`config.mk`:
```
export PLATFORM = sky130hd
export DESIGN_NAME = camera_tamper_idle_detector_core
export DESIGN_NICKNAME = d
export VERILOG_FILES = /design/src/hdl/ctid_pkg.sv /design/src/hdl/camera_tamper_idle_detector_core.sv
export SDC_FILE = /design/constraint.sdc
export NUM_CORES = 2
export LEC_CHECK = 0
export BUFFER_PORTS_ARGS = -buffer_cell sky130_fd_sc_hd__buf_2
export CELL_PAD_IN_SITES_DETAIL_PLACEMENT = 1
export CELL_PAD_IN_SITES_GLOBAL_PLACEMENT = 1
export CORE_ASPECT_RATIO = 1.4
export CORE_UTILIZATION = 50
export CTS_CLUSTER_DIAMETER = 50
export DETAILED_ROUTE_END_ITERATION = 8
export PLACE_DENSITY_LB_ADDON = 0.1
export SYNTH_ARGS = -nofsm -noshare
export SYNTH_HDL_FRONTEND = slang
export SYNTH_SLANG_ARGS = --single-unit
```
`constraint.sdc`:
```
create_clock -name clk -period 9.2 [get_ports clk]
set_input_delay 1.84 -clock clk [delete_from_list [all_inputs] [get_ports clk]]
set_output_delay 1.84 -clock clk [all_outputs]
set_load 0.01 [all_outputs]
```
`src/hdl/ctid_pkg.sv`:
```
// ----------------------------------------------------------------------------
// ctid_pkg: camera tamper and idle detector shared definitions
// Beat types, register indexes, alarm codes and reset values of the registers.
// ----------------------------------------------------------------------------
package ctid_pkg;

    // register indexes of the configuration port
    typedef enum logic [2:0] {
        CFG_BRIGHT_LIMIT = 3'd0,
        CFG_BLUR_RATIO   = 3'd1,
        CFG_TAMPER_SCORE = 3'd2,
        CFG_IDLE_LIMIT   = 3'd3,
        CFG_IDLE_SCORE   = 3'd4
    } cfg_index_t;

    typedef enum logic [1:0] {
        ALARM_BRIGHT = 2'd0,
        ALARM_BLUR   = 2'd1,
        ALARM_COVER  = 2'd2,
        ALARM_IDLE   = 2'd3
    } alarm_kind_t;

    typedef struct packed {
        logic [15:0] brightness;
        logic [31:0] edge_energy;
        logic        baseline_ready;
        logic [15:0] baseline_brightness;
        logic [31:0] baseline_edge_energy;
        logic        scene_idle;
        logic [47:0] now_ms;
    } in_beat_t;

    typedef struct packed {
        alarm_kind_t alarm_kind;
        logic [15:0] alarm_score;
        logic [31:0] idle_duration_ms;
        logic        last_alarm;
    } out_beat_t;

    localparam int unsigned CFG_DATA_W = 32;

    localparam logic [15:0] BRIGHT_LIMIT_RST = 16'd7680;
    localparam logic [15:0] BLUR_RATIO_RST   = 16'd19661;
    localparam logic [15:0] TAMPER_SCORE_RST = 16'd58982;
    localparam logic [31:0] IDLE_LIMIT_RST   = 32'd60000;
    localparam logic [15:0] IDLE_SCORE_RST   = 16'd32768;
    // floor(TAMPER_SCORE_RST * 19 / 20)
    localparam logic [15:0] BLUR_SCORE_RST   = 16'd56032;

    // edge energy at or below this (1e-4 in Q16.16) counts as no edges
    localparam logic [31:0] EDGE_FLOOR = 32'd6;

    // ceil(2^21 / 5): exact reciprocal for dividends below 2^19
    localparam logic [19:0] RECIP5       = 20'd419431;
    localparam int unsigned RECIP5_SHIFT = 21;

endpackage

```
`src/hdl/camera_tamper_idle_detector_core.sv`:
```
// ----------------------------------------------------------------------------
// camera_tamper_idle_detector_core: per-frame tamper and idle alarms
// Checks one frame's statistics and emits its alarms in fixed order.
// ----------------------------------------------------------------------------
// Path: the first alarm of a frame moves through the input register, the
//   alarm set register and the output register in turn, and leaves the
//   output register when the output does not stall.
// Throughput: one frame per cycle when it raises at most one alarm and the
//   output does not stall; with more alarms (up to four) the alarm set
//   register takes the next frame only as the current frame's last alarm moves out.
// Reset: rst_n clears all beats in flight, the previous-frame and idle-timer
//   state, and loads every configuration register with its default value.
// ----------------------------------------------------------------------------
module camera_tamper_idle_detector_core (
    input  logic                              clk,
    input  logic                              rst_n,
    // input channel: one beat per video frame
    input  logic                              in_valid,
    output logic                              in_stall,
    input  ctid_pkg::in_beat_t                in_data,
    // output channel: one beat per alarm
    output logic                              out_valid,
    input  logic                              out_stall,
    output ctid_pkg::out_beat_t               out_data,
    // configuration writes
    input  logic                              cfg_we,
    input  ctid_pkg::cfg_index_t              cfg_index,
    input  logic [ctid_pkg::CFG_DATA_W-1:0]   cfg_data
);
    import ctid_pkg::*;

    // ------------------------------------------------------------------
    // Configuration registers. The blur score (tamper score * 0.95) is
    // worked out when the tamper score is written, so the frame path
    // carries no extra multiplier for it.
    // ------------------------------------------------------------------
    logic [15:0] bright_limit_reg;
    logic [15:0] blur_ratio_reg;
    logic [15:0] tamper_score_reg;
    logic [31:0] idle_limit_reg;
    logic [15:0] idle_score_reg;
    logic [15:0] blur_score_reg;
    logic [15:0] blur_score_next;

    logic [20:0] tamper_x19;
    logic [18:0] tamper_q4;
    logic [39:0] tamper_prod;

    // floor(x*19/20) = floor(floor(x*19/4) / 5), the /5 by reciprocal
    always_comb
    begin
        tamper_x19      = 21'(cfg_data[15:0]) * 21'd19;
        tamper_q4       = tamper_x19[20:2];
        tamper_prod     = 40'(tamper_q4) * 40'(RECIP5);
        blur_score_next = tamper_prod[RECIP5_SHIFT+15:RECIP5_SHIFT];
    end

    always_ff @(posedge clk or negedge rst_n)
    begin
        if (!rst_n)
        begin
            bright_limit_reg <= BRIGHT_LIMIT_RST;
            blur_ratio_reg   <= BLUR_RATIO_RST;
            tamper_score_reg <= TAMPER_SCORE_RST;
            idle_limit_reg   <= IDLE_LIMIT_RST;
            idle_score_reg   <= IDLE_SCORE_RST;
            blur_score_reg   <= BLUR_SCORE_RST;
        end
        else if (cfg_we)
        begin
            case (cfg_index)
                CFG_BRIGHT_LIMIT: bright_limit_reg <= cfg_data[15:0];
                CFG_BLUR_RATIO:   blur_ratio_reg   <= cfg_data[15:0];
                CFG_TAMPER_SCORE:
                begin
                    tamper_score_reg <= cfg_data[15:0];
                    blur_score_reg   <= blur_score_next;
                end
                CFG_IDLE_LIMIT:   idle_limit_reg   <= cfg_data[31:0];
                CFG_IDLE_SCORE:   idle_score_reg   <= cfg_data[15:0];
                default:          ; // unknown index: write dropped
            endcase
        end
    end

    // ------------------------------------------------------------------
    // Input register
    // ------------------------------------------------------------------
    logic     in_vld_reg;
    in_beat_t in_reg;
    logic     eval_go;     // frame in the input register is evaluated now
    logic     pend_free;   // alarm set register can take a new frame
    logic     in_take;

    assign in_stall = in_vld_reg && !eval_go;
    assign in_take  = in_valid && !in_stall;

    always_ff @(posedge clk or negedge rst_n)
    begin
        if (!rst_n)
        begin
            in_vld_reg <= 1'b0;
        end
        else
        begin
            in_vld_reg <= in_take || (in_vld_reg && !eval_go);
        end
    end

    always_ff @(posedge clk)
    begin
        if (in_take)
        begin
            in_reg <= in_data;
        end
    end

    // ------------------------------------------------------------------
    // Frame state
    // ------------------------------------------------------------------
    logic [15:0] prev_bright_reg;
    logic [31:0] prev_edge_reg;
    logic        prev_vld_reg;
    logic        idle_run_reg;
    logic [47:0] idle_start_reg;
    logic        idle_run_next;
    logic [47:0] idle_start_next;

    // ------------------------------------------------------------------
    // Alarm tests, all on the input register and the frame state
    // ------------------------------------------------------------------
    logic [15:0] base_diff;
    logic [15:0] jump;
    logic [47:0] edge_scaled;
    logic [47:0] blur_limit;
    logic [34:0] edge_x5;
    logic [34:0] prev_edge_x3;
    logic [17:0] jump_x4;
    logic [17:0] limit_x3;
    logic [47:0] idle_dur;
    logic [31:0] idle_dur_sat;
    logic        hit_bright;
    logic        hit_blur;
    logic        hit_cover;
    logic        hit_idle;
    logic [3:0]  new_mask;

    always_comb
    begin
        base_diff = (in_reg.brightness >= in_reg.baseline_brightness)
                  ? in_reg.brightness - in_reg.baseline_brightness
                  : in_reg.baseline_brightness - in_reg.brightness;
        jump      = (in_reg.brightness >= prev_bright_reg)
                  ? in_reg.brightness - prev_bright_reg
                  : prev_bright_reg - in_reg.brightness;

        edge_scaled  = {in_reg.edge_energy, 16'd0};
        blur_limit   = 48'(blur_ratio_reg) * 48'(in_reg.baseline_edge_energy);
        edge_x5      = {in_reg.edge_energy, 2'b00} + 35'(in_reg.edge_energy);
        prev_edge_x3 = {1'b0, prev_edge_reg, 1'b0} + 35'(prev_edge_reg);
        jump_x4      = {jump, 2'b00};
        limit_x3     = {1'b0, bright_limit_reg, 1'b0} + 18'(bright_limit_reg);

        hit_bright = in_reg.baseline_ready && (base_diff >= bright_limit_reg);
        hit_blur   = in_reg.baseline_ready
                  && (in_reg.baseline_edge_energy > EDGE_FLOOR)
                  && (edge_scaled <= blur_limit);
        hit_cover  = prev_vld_reg && (jump_x4 > limit_x3)
                  && (prev_edge_reg > EDGE_FLOOR)
                  && (edge_x5 < prev_edge_x3);

        // idle timer; a timestamp going backwards keeps the period open
        idle_dur        = in_reg.now_ms - idle_start_reg;
        idle_dur_sat    = (idle_dur[47:32] != 16'd0) ? 32'hFFFF_FFFF : idle_dur[31:0];
        hit_idle        = 1'b0;
        idle_run_next   = idle_run_reg;
        idle_start_next = idle_start_reg;
        if (in_reg.scene_idle)
        begin
            if (!idle_run_reg)
            begin
                idle_run_next   = 1'b1;
                idle_start_next = in_reg.now_ms;
            end
            else if (in_reg.now_ms >= idle_start_reg)
            begin
                hit_idle = (idle_dur >= 48'(idle_limit_reg));
            end
        end
        else
        begin
            idle_run_next   = 1'b0;
            idle_start_next = 48'd0;
        end

        new_mask = {hit_idle, hit_cover, hit_blur, hit_bright};
    end

    always_ff @(posedge clk or negedge rst_n)
    begin
        if (!rst_n)
        begin
            prev_bright_reg <= 16'd0;
            prev_edge_reg   <= 32'd0;
            prev_vld_reg    <= 1'b0;
            idle_run_reg    <= 1'b0;
            idle_start_reg  <= 48'd0;
        end
        else if (eval_go)
        begin
            prev_bright_reg <= in_reg.brightness;
            prev_edge_reg   <= in_reg.edge_energy;
            prev_vld_reg    <= 1'b1;
            idle_run_reg    <= idle_run_next;
            idle_start_reg  <= idle_start_next;
        end
    end

    // ------------------------------------------------------------------
    // Alarm set register: one bit per alarm kind still to be sent, bit
    // order is send order. Scores come from the configuration, which the user
    // must hold still while frames are in flight; the block does not enforce it.
    // ------------------------------------------------------------------
    logic [3:0]  pend_mask_reg;
    logic [3:0]  pend_mask_next;
    logic [31:0] pend_dur_reg;
    logic [3:0]  pend_low;
    logic [3:0]  pend_rest;
    logic        emit;
    logic        out_vld_reg;
    out_beat_t   out_reg;
    out_beat_t   out_next;

    always_comb
    begin
        pend_low  = pend_mask_reg & (~pend_mask_reg + 4'd1);
        pend_rest = pend_mask_reg & ~pend_low;
        emit      = (pend_mask_reg != 4'd0) && (!out_vld_reg || !out_stall);
        pend_free = (pend_mask_reg == 4'd0) || (emit && (pend_rest == 4'd0));
        eval_go   = in_vld_reg && pend_free;

        if (eval_go)
        begin
            pend_mask_next = new_mask;
        end
        else if (emit)
        begin
            pend_mask_next = pend_rest;
        end
        else
        begin
            pend_mask_next = pend_mask_reg;
        end
    end

    always_ff @(posedge clk or negedge rst_n)
    begin
        if (!rst_n)
        begin
            pend_mask_reg <= 4'd0;
        end
        else
        begin
            pend_mask_reg <= pend_mask_next;
        end
    end

    always_ff @(posedge clk)
    begin
        if (eval_go)
        begin
            pend_dur_reg <= idle_dur_sat;
        end
    end

    // ------------------------------------------------------------------
    // Output register: lowest pending alarm goes out first
    // ------------------------------------------------------------------
    always_comb
    begin
        out_next.idle_duration_ms = 32'd0;
        out_next.last_alarm       = (pend_rest == 4'd0);
        case (pend_low)
            4'b0001:
            begin
                out_next.alarm_kind  = ALARM_BRIGHT;
                out_next.alarm_score = tamper_score_reg;
            end
            4'b0010:
            begin
                out_next.alarm_kind  = ALARM_BLUR;
                out_next.alarm_score = blur_score_reg;
            end
            4'b0100:
            begin
                out_next.alarm_kind  = ALARM_COVER;
                out_next.alarm_score = tamper_score_reg;
            end
            4'b1000:
            begin
                out_next.alarm_kind       = ALARM_IDLE;
                out_next.alarm_score      = idle_score_reg;
                out_next.idle_duration_ms = pend_dur_reg;
            end
            default:
            begin
                out_next.alarm_kind  = ALARM_BRIGHT;
                out_next.alarm_score = tamper_score_reg;
            end
        endcase
    end

    always_ff @(posedge clk or negedge rst_n)
    begin
        if (!rst_n)
        begin
            out_vld_reg <= 1'b0;
        end
        else
        begin
            out_vld_reg <= emit || (out_vld_reg && out_stall);
        end
    end

    always_ff @(posedge clk)
    begin
        if (emit)
        begin
            out_reg <= out_next;
        end
    end

    assign out_valid = out_vld_reg;
    assign out_data  = out_reg;

    // ------------------------------------------------------------------
    // Assertions
    // ------------------------------------------------------------------
    // a pending alarm with room downstream shows up as an output beat
    a_emit_lands: assert property (@(posedge clk) disable iff (!rst_n)
        emit |=> out_vld_reg)
        else $error("pending alarm did not reach the output register");

    // only the idle alarm carries a duration
    a_dur_idle_only: assert property (@(posedge clk) disable iff (!rst_n)
        (out_vld_reg && (out_reg.alarm_kind != ALARM_IDLE))
            |-> (out_reg.idle_duration_ms == 32'd0))
        else $error("duration on a non-idle alarm");

    // a beat that is not the frame's last leaves alarms of the same frame pending
    a_more_pending: assert property (@(posedge clk) disable iff (!rst_n)
        (out_vld_reg && !out_reg.last_alarm) |-> (pend_mask_reg != 4'd0))
        else $error("frame alarms lost before the last beat");

    // a frame is never taken while earlier alarms still wait
    a_no_overwrite: assert property (@(posedge clk) disable iff (!rst_n)
        (eval_go && !emit) |-> (pend_mask_reg == 4'd0))
        else $error("alarm set overwritten");

endmodule

```
==> results.yml <==
route:
  dr.pass1.iters: 7
  drc: 32
  totalWireLength_um: 166000
  remaining_antenna_violation_count_after_routing: 0
  wire_per_inst_um: 22.2
  routed-via-count: 41700
  drt-vias-per-instance: 5.59
  first_iter_violations: 1840
final_layout:
  fill_cells: 11600
  drive_gt1_share_pct: 18.5
  area_growth_syn_to_layout_pct: 17.8
  design.final.nets: 7470
  final_cell_count_no_fill: 7463
  layout_common_cells: "sky130_fd_sc_hd__inv_1 (965), sky130_fd_sc_hd__nand2_1 (687), sky130_fd_sc_hd__ha_1 (617)"
  design_area_sq_mm: 0.0610
  largest_register_ffs: 114
  layout.cells.most_common: "sky130_fd_sc_hd__inv_1"
worst_setup_path:
  crit_type: "in2reg"
  cp_common_cell: "sky130_fd_sc_hd__fa_1"
  timing.critical_path.arrival_ps: 10120
  biggest_fanout_along_the_worst_timing_path: 5
  cp_data_required_time_ps: 9810
  worst_path_max_delay_cell: "sky130_fd_sc_hd__fa_1"
  cpPeakStageDelay_ps: 560
  critical_path.endpoint_type: "register"
  timing.critical_path.from_type: "input port"
logic_synthesis:
  synth_top_flop_cell: "sky130_fd_sc_hd__edfxtp_1"
  yosysTopAreaCellShare_pct: 22.1
  postSynthNetCount: 6894
  synthesized_cell_area_sq_mm: 0.0518
  ys_seq_elements: 445
  yosys.area.top_type: "sky130_fd_sc_hd__fa_1"
  netlist_top_cells_area: "sky130_fd_sc_hd__fa_1 (22%), sky130_fd_sc_hd__ha_1 (16%), sky130_fd_sc_hd__edfxtp_1 (13%)"
  syn_area_per_cell_sq_um: 9.44
  yosys_warnings: 0
  fraction_of_registers_with_async_set_reset_pct: 48.5
  synth_enable_flop_cells: 229
  synth.yosys.seq_area_share_pct: 23.8
  netlist_instances: 5489
  synthDistinctLibCells: 89
floorplanning:
  fp.dieH_um: 383
  floorplan.initialDensity_pct: 50.5
  die_w_um: 274
  core_area_sq_mm: 0.103
  top_level_ports: 239
  std_cell_rows: 139
  dieArea_sq_mm: 0.105
sta:
  timing.final.max_slew_violations: 0
  setup_viol: 9
  grt_setup_unrepaired: "true"
  final.setup_skew_ps: 76.2
  min_period_over_period_pct: 103
  holdWs_ps: 477
  hold_viol_final: 0
  setup_ws_ps: -313
  peak_freq_mhz: 105
  transition_time_at_the_pin_with_the_least_slew_margin_ps: 1200
  post-route-min-period_ps: 9510
  slew_headroom_pct: 19.8
global_routing:
  grt_overflow: 0
  grt_antenna_before_repair: 13
  first_global_vias: 47000
  grt_max_degree: 133
  wire_length_of_the_first_global_routing_pass_um: 259000
  global_route.usage.total_pct: 31.9
cts:
  ctsHtreeMaxLevel: 2
  cts_max_path_buffers: 3
  clock-root-buffer: "sky130_fd_sc_hd__clkbuf_16"
  clk_pin_slew_ps: 70
  clkLatencyLatePin_ps: 720
  clock_buffers_created_by_tritoncts: 61
  cts_tree: "yes"
  cts.sinks: 445
  cts_hold_buf: 0
placement:
  post_dp_cell_area_sq_mm: 0.0574
  port-buffer-count: 238
  placedCellCount: 7283
  hpwlAfterDp_um: 133000
  place.gp.congestion: 0.910
  preCtsSetupSlack_ps: -1370
job:
  drv.max_cap_violation_count: 0
status:
  status: "complete, but fails checks"
  violations_in_the_final_reports: "design-rule violations, negative setup slack"
min_path:
  timing.hold.worst.class: "reg2reg"
==> cells in the mapped netlist, drive strengths merged (27+ instances only) <==
master / instances
xor2: 79
nor3: 39
fa: 572
o21bai: 39
a21oi: 248
nor2b: 40
xnor2: 132
nand2: 695
nand3: 56
nand4: 58
ha: 647
a21o: 136
and2: 238
clkbuf: 156
o21a: 27
o21ai: 295
mux2: 72
dfrtp: 179
nand2b: 74
nor2: 133
inv: 986
edfxtp: 229
dfstp: 37
==> cell type report <==
type | instances | area (sq um) | area share, %
antenna | 6 | 15.0 | 0.0246
clock buffer | 73 | 1640 | 2.69
clock inverter | 43 | 518 | 0.849
inverter | 986 | 3710 | 6.08
multi-input combinational | 3881 | 36000 | 59.0
sequential | 445 | 12300 | 20.2
tap | 1339 | 1680 | 2.75
timing repair buffer | 690 | 5100 | 8.37
==> metal layers <==
layer,vias to the layer above,part of all wire [%],track usage [%]
met3,434,4.8,4.72
met4,12,5.8,15.4
li1,19100,-,-
met2,914,53,58.8
met1,21300,37,35.5
met5,-,0.043,0
==> worst max-delay path, delay by kind of cell <==
family,cells,cell delay [ps]
adder cells (fa/ha/maj),10,4090
AO/OA/AOI/OAI,17,3290
buffers and inverters,6,450
multiplexers,1,250
XOR/XNOR,1,80
AND/OR/NAND/NOR,1,60
==> cells by family after synthesis <==
kind of cell,synth area share [%]
simple gates,13.0
fa+ha+maj,37.7
buf+inv,8.51
compound gates,11.6
flops,23.8
xor+xnor,3.57
mux,1.78
==> metrics by stage <==
| stage | setup TNS, ps | utilization, % |
|---|---|---|
| 2_1_floorplan | -2260 | - |
| 3_3_place_gp | -13570 | 55.9 |
| 3_5_place_dp | -15680 | 55.9 |
| 4_1_cts | -746 | 58.5 |
| 5_1_grt | -4490 | 59.5 |
| 6_report | -1340 | 59.5 |
==> path summary, 6_finish.rpt <==
| path | to | from | slack, ps | depth (start not counted) |
|---|---|---|---|---|
| worst min register to register | prev_vld_reg | prev_vld_reg | 480 | 1 |
| worst max register to register | pend_mask_reg[1] | in_reg[53] | 210 | 41 |
| min in group asynchronous | idle_start_reg[27] | rst_n | 1150 | 1 |
| max in group asynchronous | blur_ratio_reg[13] | rst_n | 6630 | 2 |
| worst min-delay path | prev_vld_reg | prev_vld_reg | 480 | 1 |
| worst max-delay path | blur_score_reg[13] | cfg_data[1] | -310 | 36 |
==> repair_timing <==
action,CTS,global route
hold endpoints to repair,0,0
gates cloned,0,5
pin swaps,60,122
setup endpoints to repair,15,17
setup buffers,24,30
resized for setup,68,156
Power is not shown: default switching activity piles up to over one toggle a cycle in this logic, so the estimate is an artifact.
